===== config.mk =====
export PLATFORM = sky130hd
export DESIGN_NAME = multi_channel_level_debounce
export DESIGN_NICKNAME = d
export VERILOG_FILES = /design/src/design/mcld_pkg.sv /design/src/design/mcld_prescaler.sv /design/src/design/mcld_channel.sv /design/src/design/multi_channel_level_debounce.sv
export SDC_FILE = /design/constraint.sdc
export NUM_CORES = 1
export LEC_CHECK = 0
export BUFFER_PORTS_ARGS = -buffer_cell sky130_fd_sc_hd__buf_2
export CORE_MARGIN = 3
export CORE_UTILIZATION = 23
export DETAILED_ROUTE_END_ITERATION = 8
export MAX_ROUTING_LAYER = met4
export PLACE_DENSITY = 0.39
export SLEW_MARGIN = 25
export SYNTH_ARGS = -nofsm -noshare
export SYNTH_HDL_FRONTEND = slang
export SYNTH_SLANG_ARGS = --single-unit
export TNS_END_PERCENT = 5

===== constraint.sdc =====
create_clock -name clock -period 4.1 [get_ports clock]
set_clock_uncertainty 0.2 [all_clocks]
set_input_delay 1.23 -clock clock [delete_from_list [all_inputs] [get_ports clock]]
set_output_delay 1.23 -clock clock [all_outputs]
set_load 0.1 [all_outputs]

===== src/design/mcld_pkg.sv =====
`default_nettype none

package mcld_pkg;

   // width of the level fields, fixed by the word format
   localparam int unsigned LEVEL_W     = 10;
   // channels fitted, 1 to LEVEL_W
   localparam int unsigned NUM_SENSORS = 10;

   localparam int unsigned PERIOD_W    = 8;
   localparam int unsigned COUNT_W     = 8;
   localparam int unsigned DT_LOW_W    = 64;
   localparam int unsigned DT_HIGH_W   = 16;
   localparam int unsigned CSR_IDX_W   = 2;
   localparam int unsigned CSR_DATA_W  = 64;

   // register indexes
   localparam logic [CSR_IDX_W-1:0] REG_SAMPLE_PERIOD = 2'd0;
   localparam logic [CSR_IDX_W-1:0] REG_DT_LOW        = 2'd1;
   localparam logic [CSR_IDX_W-1:0] REG_DT_HIGH       = 2'd2;

   localparam logic [PERIOD_W-1:0]  PERIOD_RESET      = 8'd100;

   // per-word control from the prescaler to the channel cells
   typedef struct packed {
      logic advance;   // a word is taken this cycle
      logic sample;    // this word performs a debounce sample
   } ctl_type;

   // status of one channel cell
   typedef struct packed {
      logic confirmed;       // current confirmed level
      logic confirmed_next;  // confirmed level after this cycle's word
   } chan_type;

endpackage

`default_nettype wire


===== src/design/mcld_prescaler.sv =====
`default_nettype none

module mcld_prescaler (
   input  wire logic                            clock,
   input  wire logic                            reset,
   input  wire logic                            fire,
   input  wire logic [mcld_pkg::PERIOD_W-1:0]   period,
   output mcld_pkg::ctl_type                    ctl
);
   import mcld_pkg::*;

   logic [PERIOD_W-1:0] tick_ff;
   logic [PERIOD_W-1:0] tick_in;
   logic [PERIOD_W-1:0] bumped;
   logic                sample;

   always_comb begin
      // count saturates at the period, then compare
      bumped = (tick_ff < period) ? tick_ff + PERIOD_W'(1) : tick_ff;
      sample = (bumped >= period);
      if (fire) begin
         tick_in = sample ? '0 : bumped;
      end else begin
         tick_in = tick_ff;
      end
      ctl.advance = fire;
      ctl.sample  = sample;
   end

   always_ff @(posedge clock) begin
      if (reset) begin
         tick_ff <= '0;
      end else begin
         tick_ff <= tick_in;
      end
   end

endmodule

`default_nettype wire


===== src/design/mcld_channel.sv =====
`default_nettype none

module mcld_channel (
   input  wire logic                           clock,
   input  wire logic                           reset,
   input  wire mcld_pkg::ctl_type              ctl,
   input  wire logic                           raw,
   input  wire logic [mcld_pkg::COUNT_W-1:0]   debounce_time,
   output mcld_pkg::chan_type                  status
);
   import mcld_pkg::*;

   logic               prev_ff;
   logic               prev_in;
   logic [COUNT_W-1:0] count_ff;
   logic [COUNT_W-1:0] count_in;
   logic               confirmed_ff;
   logic               confirmed_in;
   logic               confirm;

   always_comb begin
      prev_in      = prev_ff;
      count_in     = count_ff;
      confirmed_in = confirmed_ff;
      confirm      = 1'b0;
      if (ctl.advance && ctl.sample) begin
         if (raw == prev_ff) begin
            // stable: count down, confirm on reaching or sitting at zero
            if (count_ff != '0) begin
               count_in = count_ff - COUNT_W'(1);
               confirm  = (count_ff == COUNT_W'(1));
            end else begin
               confirm  = 1'b1;
            end
            if (confirm) begin
               confirmed_in = raw;
            end
         end else begin
            prev_in  = raw;
            count_in = debounce_time;
         end
      end
      status.confirmed      = confirmed_ff;
      status.confirmed_next = confirmed_in;
   end

   always_ff @(posedge clock) begin
      if (reset) begin
         prev_ff      <= 1'b0;
         count_ff     <= '0;
         confirmed_ff <= 1'b0;
      end else begin
         prev_ff      <= prev_in;
         count_ff     <= count_in;
         confirmed_ff <= confirmed_in;
      end
   end

endmodule

`default_nettype wire


===== src/design/multi_channel_level_debounce.sv =====
// multi-channel level debounce
//
// req channel: one word per 1 ms tick, carrying the raw level of each sensor
// in req_raw_levels (bit i for channel i). rsp channel: one word per req word,
// carrying the debounced levels after that tick and a flag telling whether the
// tick performed a debounce sample.
// csr channel: register writes by index (0 sample period, 1 debounce times of
// channels 0 to 7, 2 debounce times of channels 8 and 9); always ready, and
// only to be used while no word is in flight.
//
// the rsp word is registered and valid the cycle after its req word is taken.
// one word per cycle unless the receiver stalls; the whole update is a single pass through
// the prescaler and the per-channel cells into the rsp register.
// a req word is taken whenever the rsp register is empty or being emptied,
// so a stalled receiver holds req_ready low only while its word is unread.
//
// reset: prescaler, samples, counters and confirmed levels clear to zero,
// the sample period returns to 100 and the debounce times to zero.
`default_nettype none

module multi_channel_level_debounce (
   input  wire logic                              clock,
   input  wire logic                              reset,
   // tick words
   input  wire logic                              req_valid,
   output logic                                   req_ready,
   input  wire logic [mcld_pkg::LEVEL_W-1:0]      req_raw_levels,
   // result words
   output logic                                   rsp_valid,
   input  wire logic                              rsp_ready,
   output logic [mcld_pkg::LEVEL_W-1:0]           rsp_confirmed_levels,
   output logic                                   rsp_sampled,
   // register writes
   input  wire logic                              csr_valid,
   output logic                                   csr_ready,
   input  wire logic [mcld_pkg::CSR_IDX_W-1:0]    csr_index,
   input  wire logic [mcld_pkg::CSR_DATA_W-1:0]   csr_wdata
);
   import mcld_pkg::*;

   // configuration registers
   logic [PERIOD_W-1:0]  period_ff;
   logic [DT_LOW_W-1:0]  dt_low_ff;
   logic [DT_HIGH_W-1:0] dt_high_ff;

   // result register
   logic                 rsp_valid_ff;
   logic                 rsp_valid_in;
   logic [LEVEL_W-1:0]   rsp_levels_ff;
   logic [LEVEL_W-1:0]   rsp_levels_in;
   logic                 rsp_sampled_ff;
   logic                 rsp_sampled_in;

   logic                 fire;
   ctl_type              ctl;
   chan_type             status [LEVEL_W];
   logic [LEVEL_W-1:0]   confirmed_now;
   logic [LEVEL_W-1:0]   confirmed_next;

   // a word enters when the result register is free or is being read
   assign req_ready = !rsp_valid_ff || rsp_ready;
   assign fire      = req_valid && req_ready;
   assign csr_ready = 1'b1;

   // register writes, unknown indexes dropped
   always_ff @(posedge clock) begin
      if (reset) begin
         period_ff  <= PERIOD_RESET;
         dt_low_ff  <= '0;
         dt_high_ff <= '0;
      end else if (csr_valid && csr_ready) begin
         unique case (csr_index)
            REG_SAMPLE_PERIOD: period_ff  <= csr_wdata[PERIOD_W-1:0];
            REG_DT_LOW:        dt_low_ff  <= csr_wdata[DT_LOW_W-1:0];
            REG_DT_HIGH:       dt_high_ff <= csr_wdata[DT_HIGH_W-1:0];
            default: begin
            end
         endcase
      end
   end

   mcld_prescaler u_prescaler (
      .clock  (clock),
      .reset  (reset),
      .fire   (fire),
      .period (period_ff),
      .ctl    (ctl)
   );

   // one cell per fitted channel; unfitted bits read zero
   for (genvar ch = 0; ch < LEVEL_W; ch++) begin : g_chan
      if (ch < NUM_SENSORS) begin : g_fitted
         logic [COUNT_W-1:0] dtime;
         if (ch < 8) begin : g_low
            assign dtime = dt_low_ff[COUNT_W*ch +: COUNT_W];
         end else begin : g_high
            assign dtime = dt_high_ff[COUNT_W*(ch-8) +: COUNT_W];
         end
         mcld_channel u_channel (
            .clock         (clock),
            .reset         (reset),
            .ctl           (ctl),
            .raw           (req_raw_levels[ch]),
            .debounce_time (dtime),
            .status        (status[ch])
         );
      end else begin : g_unfitted
         assign status[ch] = '0;
      end
      assign confirmed_now[ch]  = status[ch].confirmed;
      assign confirmed_next[ch] = status[ch].confirmed_next;
   end

   // result register loads on every accepted word
   always_comb begin
      rsp_valid_in   = rsp_valid_ff;
      rsp_levels_in  = rsp_levels_ff;
      rsp_sampled_in = rsp_sampled_ff;
      if (fire) begin
         rsp_valid_in   = 1'b1;
         rsp_levels_in  = confirmed_next;
         rsp_sampled_in = ctl.sample;
      end else if (rsp_ready) begin
         rsp_valid_in   = 1'b0;
      end
   end

   always_ff @(posedge clock) begin
      if (reset) begin
         rsp_valid_ff   <= 1'b0;
         rsp_levels_ff  <= '0;
         rsp_sampled_ff <= 1'b0;
      end else begin
         rsp_valid_ff   <= rsp_valid_in;
         rsp_levels_ff  <= rsp_levels_in;
         rsp_sampled_ff <= rsp_sampled_in;
      end
   end

   assign rsp_valid            = rsp_valid_ff;
   assign rsp_confirmed_levels = rsp_levels_ff;
   assign rsp_sampled          = rsp_sampled_ff;

`ifndef SYNTHESIS
   // every taken word leaves a result behind
   a_word_gives_result: assert property (@(posedge clock) disable iff (reset)
      fire |=> rsp_valid)
      else $error("accepted word produced no result");

   // the result register always mirrors the cells' confirmed levels
   a_result_matches_cells: assert property (@(posedge clock) disable iff (reset)
      rsp_confirmed_levels == confirmed_now)
      else $error("result levels differ from channel state");

   // a tick without a sample cannot move a confirmed level
   a_no_sample_no_change: assert property (@(posedge clock) disable iff (reset)
      (fire && !ctl.sample) |=> (rsp_confirmed_levels == $past(rsp_confirmed_levels)))
      else $error("confirmed level changed without a sample");
`endif

endmodule

`default_nettype wire

==> results.md <==
- CTS Buf Count: 28
- Maximum clock path buffer count: 3
- Yosys Warn Count: 0
- Post-CTS Repair Setup Buffers: 0
- Cells after synthesis: between 1k and 1.5k
- #FFs+latches synth: 208
- Routed Antenna Nets: 0
- Maximum VDD drop: 269 uV
- Crit path max-delay family: compound AO/OA/AOI/OAI gates
- Fin crit period: ~3.8 ns
- Routed vias: roughly 9.8k
- WL per Instance: 15.3 um
- Clock power frac: 0.510
- Initial Util: 0.233
- Psw: roughly 1300 uW
- Critical path class: reg -> reg
- Worst Slack Setup Final: between 0.2 and 0.3 ns
- Worst Path Arrival: 4.04 ns
- Worst-Margin Slew: ~0.90 ns
- CP Max Fanout: 11
- Fin. max-slew vios: 0
- Vias per inst: 4.71
- Nets: around 1.6k
- Drt initial violations: 604
- Worst path cell trace: inv_1 > ha_1 > a211oi_1 > o21ai_1 > a21oi_1 > buf_4 > nand4_1 > xnor2_1 > ha_1 > and3_1 > a221o_2 > buf_4 > o21ai_2 > mux2i_1 > nor2_1
- Placer congestion estimate: 0.788
- Hold_buf cts: 0
- R2R cell count: 15
- Primary FF master, synth: dfxtp_1
- Hold Slack: 0.255 ns
- First drt pass iteration count: 5
- Switching share of power: 0.248
- Crit end category: flip-flop
- Core ar.: approximately 46000 um^2
- Grt total ovfl: 0
- Ports: between 90 and 100
- First-pass GRT wire length: approximately 52000 um
- DRT Wirelength: 32100 um
- Worst rel slew slack: 0.399
- CTS Sinks: approximately 210
- Post-synth ARST share: 0
- Seq pwr share: 0.407
- Post-synth top area share: 0.391
- Synthesized net count: 1513
- Fmax: ~260 MHz
- Part of the cycle the worst path needs: 0.933
- Die Ht: ~220 um
- Residual DRC: 0
- Slowest stage delay, CP: roughly 0.43 ns
- Synth unique cells: 66
- Int Pwr: 3850 uW
- Sequential-to-total area share from yosys stat: 0.391
- Worst Hold Depth: 2
- Final hold violation count: 0
- Root Buffer Master: clkbuf_16
- Die footprint: 48900 um^2
- Leak pwr: just under 0.005 uW
- CTS clock-pin slew for the worst setup and hold paths: ~0.060 ns
- Avg Cell Area, Syn: 7.68 um^2
- Worst Hold Class: reg -> reg
- Register-to-register setup slack: around 0.28 ns
- Row count: between 70 and 80
- Area contributors post-synth: dfxtp_1 39%, a21oi_1 10%, nand2_1 8.9%
- P per Cell Area: about 400 nW/um^2
- Post-synth EDFFs: 0
- Critical path buffers and inverters: 3
- Maximum number of pins on one net before global-route repair: 76
- Max-Cap Viols: 0
- Worst-Skew Late Latency: between 0.5 and 0.6 ns
- WP depth: 15
- Vias in the first global route: 9503
- Area leader, netlist: dfxtp_1
- Final HPWL DP: around 22000 um
- Synth-to-Final Area Change: 21.0%
- H-Tree Depth: 1
- Outcome: finished clean
- Critical Path RT: between 4 and 5 ns
- CP Launch Type: flip-flop
- Initial antenna violation count: 2
- Slowest CP cell: a221o_2
- Post-Syn Area: around 11000 um^2
- Fraction of final layout cells sized beyond drive strength 1: 0.152
- CTS tree: done
- IO Port Bufs: slightly above 90
- Comb power frac: 0.083
- Total track usage: 0.131
- Final setup vio count: 0
- Pre-CTS setup slack: about 0.19 ns
- Unrepaired setup endpoints after global routing: true
- Die X: 221 um
-- cell families (layout without fill, tap and decap cells) --
| logic type | count (synthesis) | count (layout) | share of synthesized area |
|---|---|---|---|
| compound gates | 414 | 414 | 0.235 |
| xor+xnor | 18 | 18 | 0.0148 |
| fa+ha+maj | 46 | 46 | 0.0541 |
| buf+inv | 127 | 228 | 0.0502 |
| flops | 208 | 208 | 0.391 |
| mux | 15 | 15 | 0.0142 |
| other cells | 1 | 2 | 0.000353 |
| simple gates | 557 | 557 | 0.240 |
-- layout make-up --
type	instances	area (um^2)
diodes	1	2.50
clock buffers	38	830
clock inverters	14	176
fillers	4966	32700
inverters	43	161
multi-input cells	1051	5970
flip-flops and latches	208	4160
well taps	600	751
repair buffers	133	817
-- repair_timing --
item	4_1_cts	5_1_grt
resized for setup	0	4
endpoints found under the hold margin	0	0
setup endpoints to repair	0	40
-- worst paths after layout --
path | startpoint | to
max | period_ff[2] | g_chan[5].g_fitted.u_channel.count_ff[1]
min | dt_low_ff[14] | dt_low_ff[14]
max reg2reg | period_ff[2] | g_chan[5].g_fitted.u_channel.count_ff[1]
min reg2reg | dt_low_ff[14] | dt_low_ff[14]
-- cells in the mapped netlist (all sizes together), types with 16 or more instances --
| library cell | instances |
|---|---|
| nor3 | 31 |
| nor2 | 121 |
| inv | 43 |
| dfxtp | 208 |
| or2 | 16 |
| a22o | 16 |
| ha | 46 |
| o21ai | 99 |
| a21oi | 216 |
| nand3 | 51 |
| nand2 | 253 |
| o211ai | 20 |
| clkbuf | 61 |
| buf | 23 |
-- layer usage --
layer  GRT usage  wire (um)  vias up
met5           -          0        -
met3      0.0220       1090       47
li1            -          -     5021
met2       0.214      14800      154
met4      0.0285        638        0
met1       0.172      15600     4606
-- power groups by stage --
stage          registers (uW)  logic (uW)  clock network, uW
2_1_floorplan            2170         235                  0
3_3_place_gp             2130         430                  0
3_5_place_dp             2130         431                  0
4_1_cts                  2090         432               2710
5_1_grt                  2090         471               2790
6_report                 2090         423               2610
-- flip-flops by register name (all words and copies together) (netlist names) --
signal,cells
g_chan.g_fitted.u_channel.count_ff,80
dt_low_ff,64
g_chan.g_fitted.u_channel.prev_ff,10
rsp_confirmed_levels,10
u_prescaler.tick_ff,8
rsp_valid,1
g_chan.g_fitted.u_channel.confirmed_ff,10
rsp_sampled,1
dt_high_ff,16
period_ff,8
-- through the flow --
stage / instances / total power (uW) / setup TNS (ns) / cell area, um^2 / utilization
3_3_place_gp: 2035 / 2560 / 0 / 11900 / 0.260
3_5_place_dp: 2035 / 2560 / 0 / 11900 / 0.260
5_1_grt: 2088 / 5360 / -0.0321 / 12900 / 0.282
4_1_cts: 2087 / 5230 / 0 / 12900 / 0.282
6_report: 2088 / 5130 / 0 / 12900 / 0.282
2_1_floorplan: 1386 / 2410 / 0 / 10600 / -
-- worst min-delay path, stage by stage, from the launching register on --
cell	delay, ns
dfxtp_1	0.31
nand2_1	0.05
a21oi_1	0.05
-- placed cells by master, fill, tap and decap left out, types with 4 or more instances in the layout --
cell	netlist	final
nand2_1	253	252
buf_4	6	35
inv_1	43	43
xor2_1	10	10
nor3_1	30	30
clkinv_2	0	8
clkbuf_16	0	29
a22o_1	16	16
and3_1	10	10
or2_2	16	16
a21oi_1	215	214
nor4b_1	8	8
xnor2_1	8	8
nand4_1	4	4
nor4_1	8	8
a211oi_1	8	8
nand3_1	51	51
o21ai_0	74	74
o21ai_1	23	23
clkbuf_8	0	7
o41ai_1	7	7
o31ai_1	4	4
o32ai_2	4	4
a31oi_1	11	11
o211ai_4	4	4
o32ai_1	10	10
bufinv_16	0	4
or3_1	14	14
or4_1	6	6
nor3b_1	14	13
dfxtp_1	208	208
nand2b_1	7	7
nor2_1	121	121
buf_2	3	92
mux2i_1	14	14
o211ai_1	13	13
ha_1	46	46
Note: power is estimated with default switching activity, not from simulation.
